### config.mk
export PLATFORM = sky130hd
export DESIGN_NAME = lsb_stego_extractor
export DESIGN_NICKNAME = d
export VERILOG_FILES = /design/src/lse_pkg.sv /design/src/lsb_stego_extractor.sv /design/src/lse_bit_step.sv
export SDC_FILE = /design/constraint.sdc
export NUM_CORES = 1
export LEC_CHECK = 0
export BUFFER_PORTS_ARGS = -buffer_cell sky130_fd_sc_hd__buf_2
export CORE_UTILIZATION = 45
export CTS_CLUSTER_DIAMETER = 30
export DETAILED_ROUTE_END_ITERATION = 10
export GPL_ROUTABILITY_DRIVEN = 0
export MAX_ROUTING_LAYER = met4
export PLACE_DENSITY = 0.72
export SYNTH_ARGS = -nofsm -noshare
export SYNTH_HDL_FRONTEND = slang
export SYNTH_HIERARCHICAL = 1
export SYNTH_SLANG_ARGS = --single-unit
### constraint.sdc
create_clock -name clock -period 6.2 [get_ports clock]
set_clock_uncertainty 0.05 [all_clocks]
set_input_delay 0.31 -clock clock [delete_from_list [all_inputs] [get_ports clock]]
set_output_delay 0.31 -clock clock [all_outputs]
set_load 0.02 [all_outputs]
### src/lse_pkg.sv
// Package for the LSB stego extractor: header size, decoder state and result types.
// No dependencies; lse_bit_step.sv and lsb_stego_extractor.sv use it by scoped names.
package lse_pkg;

   // Length header size in hidden bits (8 to 32).
   localparam int HEADER_BITS = 32;
   localparam int HDR_CNT_W   = $clog2(HEADER_BITS + 1);
   // Width in which the header value and the maximum length are compared.
   localparam int CMP_W       = (HEADER_BITS > 16) ? HEADER_BITS : 16;
   localparam int LEN_W       = 16;
   localparam logic [LEN_W-1:0] MAX_LENGTH_RESET = 16'd1000;

   typedef enum logic [1:0] {
      PH_HEADER  = 2'd0,
      PH_MESSAGE = 2'd1,
      PH_DONE    = 2'd2
   } phase_type;

   typedef struct packed {
      phase_type              phase;
      logic [HEADER_BITS-1:0] header_shift;
      logic [HDR_CNT_W-1:0]   header_count;
      logic [7:0]             byte_shift;
      logic [2:0]             bit_count;
      logic [LEN_W-1:0]       message_length;
      logic [LEN_W-1:0]       bytes_done;
   } state_type;

   typedef struct packed {
      logic       valid;
      logic [7:0] message_byte;
      logic       status;
      logic       last;
   } result_type;

   localparam state_type STATE_CLEAR = '{
      phase:          PH_HEADER,
      header_shift:   '0,
      header_count:   '0,
      byte_shift:     '0,
      bit_count:      '0,
      message_length: '0,
      bytes_done:     '0
   };

   localparam result_type RESULT_NONE = '{
      valid: 1'b0, message_byte: 8'd0, status: 1'b0, last: 1'b0
   };

endpackage

### src/lsb_stego_extractor.sv
// Top level of the LSB stego extractor: handshakes, decoder state, result register.
// Depends on lse_pkg and lse_bit_step (three chained bit steps per pixel).
//
//   channel  | ports                                         | direction
//   ---------+-----------------------------------------------+----------
//   req      | req_valid/ready, frame_start, red, green, blue | in
//   rsp      | rsp_valid/ready, message_byte, status, last    | out
//   csr      | csr_wr_en, csr_wr_data (max_length)            | in
//
// One pixel item per cycle while req_ready is high; each item yields zero or one result item in the next cycle.
// The three hidden bits of a pixel pass through three chained bit-step units in the
// same cycle, so the state register closes the loop through all three steps.
// Reset (synchronous) restores max_length to 1000 and starts the header phase.
// A full result register that is not taken stalls req_ready; otherwise a new item
// is accepted in the same cycle the held result leaves.
module lsb_stego_extractor (
   input  logic                          clock,
   input  logic                          reset,
   // pixel input
   input  logic                          req_valid,
   output logic                          req_ready,
   input  logic                          req_frame_start,
   input  logic [7:0]                    req_red,
   input  logic [7:0]                    req_green,
   input  logic [7:0]                    req_blue,
   // decoded output
   output logic                          rsp_valid,
   input  logic                          rsp_ready,
   output logic [7:0]                    rsp_message_byte,
   output logic                          rsp_status,
   output logic                          rsp_last,
   // configuration
   input  logic                          csr_wr_en,
   input  logic [lse_pkg::LEN_W-1:0]     csr_wr_data
);

   lse_pkg::state_type              state_ff, state_in;
   lse_pkg::state_type              state_start, state_s1, state_s2;
   lse_pkg::result_type             res0, res1, res2, res_sel;
   logic [lse_pkg::LEN_W-1:0]       max_length_ff;
   logic                            rsp_valid_ff;
   logic [7:0]                      rsp_byte_ff;
   logic                            rsp_status_ff;
   logic                            rsp_last_ff;
   logic                            accept;

   // Take a new pixel whenever the result register is empty or being drained.
   assign req_ready = !rsp_valid_ff || rsp_ready;
   assign accept    = req_valid && req_ready;

   // Frame start restarts decoding with this pixel as the first of the frame.
   assign state_start = req_frame_start ? lse_pkg::STATE_CLEAR : state_ff;

   // Hidden bits in order red, green, blue.
   lse_bit_step u_step_red (
      .state_cur  (state_start),
      .hidden_bit (req_red[0]),
      .max_length (max_length_ff),
      .state_nxt  (state_s1),
      .result     (res0)
   );

   lse_bit_step u_step_green (
      .state_cur  (state_s1),
      .hidden_bit (req_green[0]),
      .max_length (max_length_ff),
      .state_nxt  (state_s2),
      .result     (res1)
   );

   lse_bit_step u_step_blue (
      .state_cur  (state_s2),
      .hidden_bit (req_blue[0]),
      .max_length (max_length_ff),
      .state_nxt  (state_in),
      .result     (res2)
   );

   // At most one step completes a result per pixel; pick it.
   always_comb begin
      priority if (res0.valid) begin
         res_sel = res0;
      end else if (res1.valid) begin
         res_sel = res1;
      end else begin
         res_sel = res2;
      end
   end

   // Decoder state and configuration register.
   always_ff @(posedge clock) begin
      if (reset) begin
         state_ff      <= lse_pkg::STATE_CLEAR;
         max_length_ff <= lse_pkg::MAX_LENGTH_RESET;
      end else begin
         if (accept) begin
            state_ff <= state_in;
         end
         if (csr_wr_en) begin
            max_length_ff <= csr_wr_data;
         end
      end
   end

   // Result register: load on accept, drop when taken.
   always_ff @(posedge clock) begin
      if (reset) begin
         rsp_valid_ff <= 1'b0;
      end else if (accept) begin
         rsp_valid_ff <= res_sel.valid;
      end else if (rsp_ready) begin
         rsp_valid_ff <= 1'b0;
      end
   end

   always_ff @(posedge clock) begin
      if (accept) begin
         rsp_byte_ff   <= res_sel.message_byte;
         rsp_status_ff <= res_sel.status;
         rsp_last_ff   <= res_sel.last;
      end
   end

   assign rsp_valid        = rsp_valid_ff;
   assign rsp_message_byte = rsp_byte_ff;
   assign rsp_status       = rsp_status_ff;
   assign rsp_last         = rsp_last_ff;

   // A pixel in the done phase without frame start must leave the state alone.
   a_done_holds: assert property (@(posedge clock) disable iff (reset)
      accept && !req_frame_start && (state_ff.phase == lse_pkg::PH_DONE)
      |=> $stable(state_ff))
      else $error("done phase state changed");

   // A held error or final byte means the decoder has finished the frame.
   a_last_done: assert property (@(posedge clock) disable iff (reset)
      rsp_valid && rsp_last |-> (state_ff.phase == lse_pkg::PH_DONE))
      else $error("last result without done phase");

   // In the message phase fewer bytes than the length have been emitted.
   a_count_bound: assert property (@(posedge clock) disable iff (reset)
      (state_ff.phase == lse_pkg::PH_MESSAGE)
      |-> (state_ff.bytes_done < state_ff.message_length))
      else $error("byte count reached length in message phase");

   // An error result carries a zero byte and is marked last.
   a_error_form: assert property (@(posedge clock) disable iff (reset)
      rsp_valid && rsp_status |-> rsp_last && (rsp_message_byte == 8'd0))
      else $error("malformed error result");

endmodule

### src/lse_bit_step.sv
// One hidden-bit step of the extractor: advance header or message state by one bit.
// Depends on lse_pkg for the state and result types.
module lse_bit_step (
   input  lse_pkg::state_type          state_cur,
   input  logic                        hidden_bit,
   input  logic [lse_pkg::LEN_W-1:0]   max_length,
   output lse_pkg::state_type          state_nxt,
   output lse_pkg::result_type         result
);

   logic [lse_pkg::HEADER_BITS-1:0] hdr_shift;
   logic [lse_pkg::HDR_CNT_W-1:0]   hdr_count;
   logic [lse_pkg::CMP_W-1:0]       len_ext;
   logic [lse_pkg::CMP_W-1:0]       max_ext;
   logic                            len_bad;
   logic [7:0]                      byte_next;
   logic [lse_pkg::LEN_W-1:0]       done_next;

   assign hdr_shift = {state_cur.header_shift[lse_pkg::HEADER_BITS-2:0], hidden_bit};
   assign hdr_count = state_cur.header_count + lse_pkg::HDR_CNT_W'(1);
   assign len_ext   = lse_pkg::CMP_W'(hdr_shift);
   assign max_ext   = lse_pkg::CMP_W'(max_length);
   assign len_bad   = (hdr_shift == '0) || hdr_shift[lse_pkg::HEADER_BITS-1]
                      || (len_ext > max_ext);
   assign byte_next = {state_cur.byte_shift[6:0], hidden_bit};
   assign done_next = state_cur.bytes_done + lse_pkg::LEN_W'(1);

   always_comb begin
      state_nxt = state_cur;
      result    = lse_pkg::RESULT_NONE;
      unique case (state_cur.phase)
         lse_pkg::PH_HEADER: begin
            state_nxt.header_shift = hdr_shift;
            state_nxt.header_count = hdr_count;
            if (hdr_count >= lse_pkg::HDR_CNT_W'(lse_pkg::HEADER_BITS)) begin
               if (len_bad) begin
                  result.valid     = 1'b1;
                  result.status    = 1'b1;
                  result.last      = 1'b1;
                  state_nxt.phase  = lse_pkg::PH_DONE;
               end else begin
                  state_nxt.message_length = len_ext[lse_pkg::LEN_W-1:0];
                  state_nxt.bytes_done     = '0;
                  state_nxt.byte_shift     = '0;
                  state_nxt.bit_count      = '0;
                  state_nxt.phase          = lse_pkg::PH_MESSAGE;
               end
            end
         end
         lse_pkg::PH_MESSAGE: begin
            if (state_cur.bit_count == 3'd7) begin
               state_nxt.bit_count  = '0;
               state_nxt.bytes_done = done_next;
               state_nxt.byte_shift = '0;
               result.valid         = 1'b1;
               result.message_byte  = byte_next;
               if (done_next >= state_cur.message_length) begin
                  result.last     = 1'b1;
                  state_nxt.phase = lse_pkg::PH_DONE;
               end
            end else begin
               state_nxt.bit_count  = state_cur.bit_count + 3'd1;
               state_nxt.byte_shift = byte_next;
            end
         end
         default: begin
            // done phase and the unused code: ignore the bit
         end
      endcase
   end

endmodule
==> metrics.txt <==
Reg clk slew, reported paths=80 ps; Boundary Pins=between 50 and 60; Cell Area, Synth=13,200 µm²; Max FO, Critical Path=5; DRT Wirelength=~43,000 µm; Post-Layout Cell Count=2,460; worst hold path type=in -> reg; reported max-cap violation count=0; via count=14,300; largest net degree at the start of global routing=about 140; failing checks=setup timing; final hold violation count=0; Area Overhead vs Synth=23.5%; Logic pwr share=13.6%; overall power=approximately 1.6 mW; core footprint=roughly 29,000 µm²; status=finished, violations left; number of global-route vias before repair=13,600; Final HPWL DP=31,600 µm; Tmin final=roughly 6300 ps; port buffer count=36; slew margin rel.=29.1%; Switching Share=about 29%; clock tree buffer depth=2; Clock Sinks=108; final worst slack=-58.6 ps; Top Metal Used=met4; CP arrival=6430 ps; Die X=173 µm; Clock power frac=40.0%; met1 wire length=18,100 µm; Internal Power=between 1 and 1.5 mW; H-tree depth=3; post-synthesis net count=1,993; ratio of cells with drive above 1 in the final layout=26.4%; CP required=6370 ps; Die H=about 170 µm; CTS Root Cell=clkbuf_16; slowest stage delay, CP=about 390 ps; Via density=roughly 5.8; number of CTS-inserted buffers=9; met3 wire length=2900 µm; Seq pwr share=46.4%; DIE AREA=30,000 µm²; number of DRC markers in iteration 0=between 1,000 and 1,500; Setup crit end kind=flip-flop; met2 routed WL=19,900 µm; critical path launch point type=flip-flop; Slew Limit Fails=0; clk_lat worst skew=380 ps; Multi-input gate area=10,100 µm²; Static Leak=7.16 nW; Final setup viols=1; Psw=447 µW; Final nets=around 2,200; critical path type=reg -> reg; placed cell count=2,426; drt first pass iters=6; fillers=2,587; routed len/inst=about 17 µm; maximum VDD drop=approximately 0.11 mV; antenna violations before repair=1; Worst-Margin Slew=between 1000 and 1500 ps; dpl ws=-633 ps; GR Overflow Total=0; Syn Inst Count=1,839; pwr dens=96.1 nW/µm²; ANT nets after route=0; YS warnings=6; Starting Density=between 40% and 50%; achievable frequency=160 MHz; CP max stage cell=o211ai_1; CTS tree=yes; residual DRC count=0; first-pass GRT wire length=67,600 µm; most used cell along the critical path=buf_4; cell row count=62; Global Route Usage Sum=28.6%; crit share post-route=101%; Avg Cell Area, Syn=a little over 7 µm²; Reg area=2260 µm²; hold slack=86.2 ps
[sequential cells by signal (all words and copies together) (netlist names)]
| signal | count |
|---|---|
| max_length_ff | 16 |
| rsp_status | 1 |
| state_ff | 81 |
| rsp_valid | 1 |
| rsp_message_byte | 8 |
| rsp_last | 1 |
[layout by cell type (no fill, tap or decap), types with 54 or more instances in the layout]
cell      instances
buf_4           306
a21oi_1          54
nand2b_1         88
nor2_1           55
nand4b_1         81
nor2b_1          84
nand2_1         383
o21ai_0          76
ha_1            107
o21ai_2          61
dfxtp_1          96
inv_1           122
[worst paths after layout]
path | slack (ps) | end | startpoint | cells after the start
hold reg to reg | 420 | state_ff[21] | state_ff[21] | 2
setup / recovery | -60 | state_ff[82] | state_ff[56] | 29
hold / removal | 90 | max_length_ff[9] | csr_wr_data[9] | 2
setup reg to reg | -60 | state_ff[82] | state_ff[56] | 29
[power groups by stage]
| stage | clock, mW | combinational (mW) | sequential [mW] |
|---|---|---|---|
| after CTS | 0.643 | 0.208 | 0.727 |
| final | 0.626 | 0.213 | 0.727 |
| after global placement | 0 | 0.198 | 0.743 |
| after global routing | 0.669 | 0.233 | 0.729 |
| after floorplan | 0 | 0.137 | 0.744 |
| after detailed placement | 0 | 0.206 | 0.743 |
[through the flow]
step	util (%)	TNS, ps	area, µm²
after global routing	56.6	-4390	16300
after floorplan	-	0	13200
after detailed placement	54.0	-20450	15500
after global placement	54.0	-5630	15500
after CTS	55.3	0	15900
final	56.6	-58.6	16300
[per-layer routing]
| metal | up-vias | global-route usage [%] |
|---|---|---|
| li1 | 6860 | - |
| met1 | 6765 | 35.7 |
| met2 | 559 | 45.6 |
| met3 | 112 | 3.55 |
| met4 | 0 | 13.4 |
| met5 | - | - |
[final cells by class]
cell class                      count  area share, %
Clock inverter                      5          0.315
Tap cell                          384           2.95
Inverter                          123           2.83
Timing Repair Buffer              351           16.3
Antenna cell                        1         0.0154
Clock buffer                       11           1.62
Multi-Input combinational cell   1477           62.1
Sequential cell                   108           13.9
[timing repair]
item | in CTS | in global routing
endpoints found under the setup margin | 20 | 92
hold buffers | 0 | 0
pin swaps | 2 | 33
resized for setup | 12 | 67
buffers inserted | 1 | 16
[worst max-delay path: cells and delay by family, from the launching register on]
family | cells | cell delay, ps
adder cells (fa/ha/maj) | 1 | 280
flip-flops | 1 | 330
AND/OR/NAND/NOR | 12 | 2610
XOR/XNOR | 1 | 230
buffers and inverters | 6 | 880
AO/OA/AOI/OAI | 9 | 1680
Power figures use the tool's default switching activity.
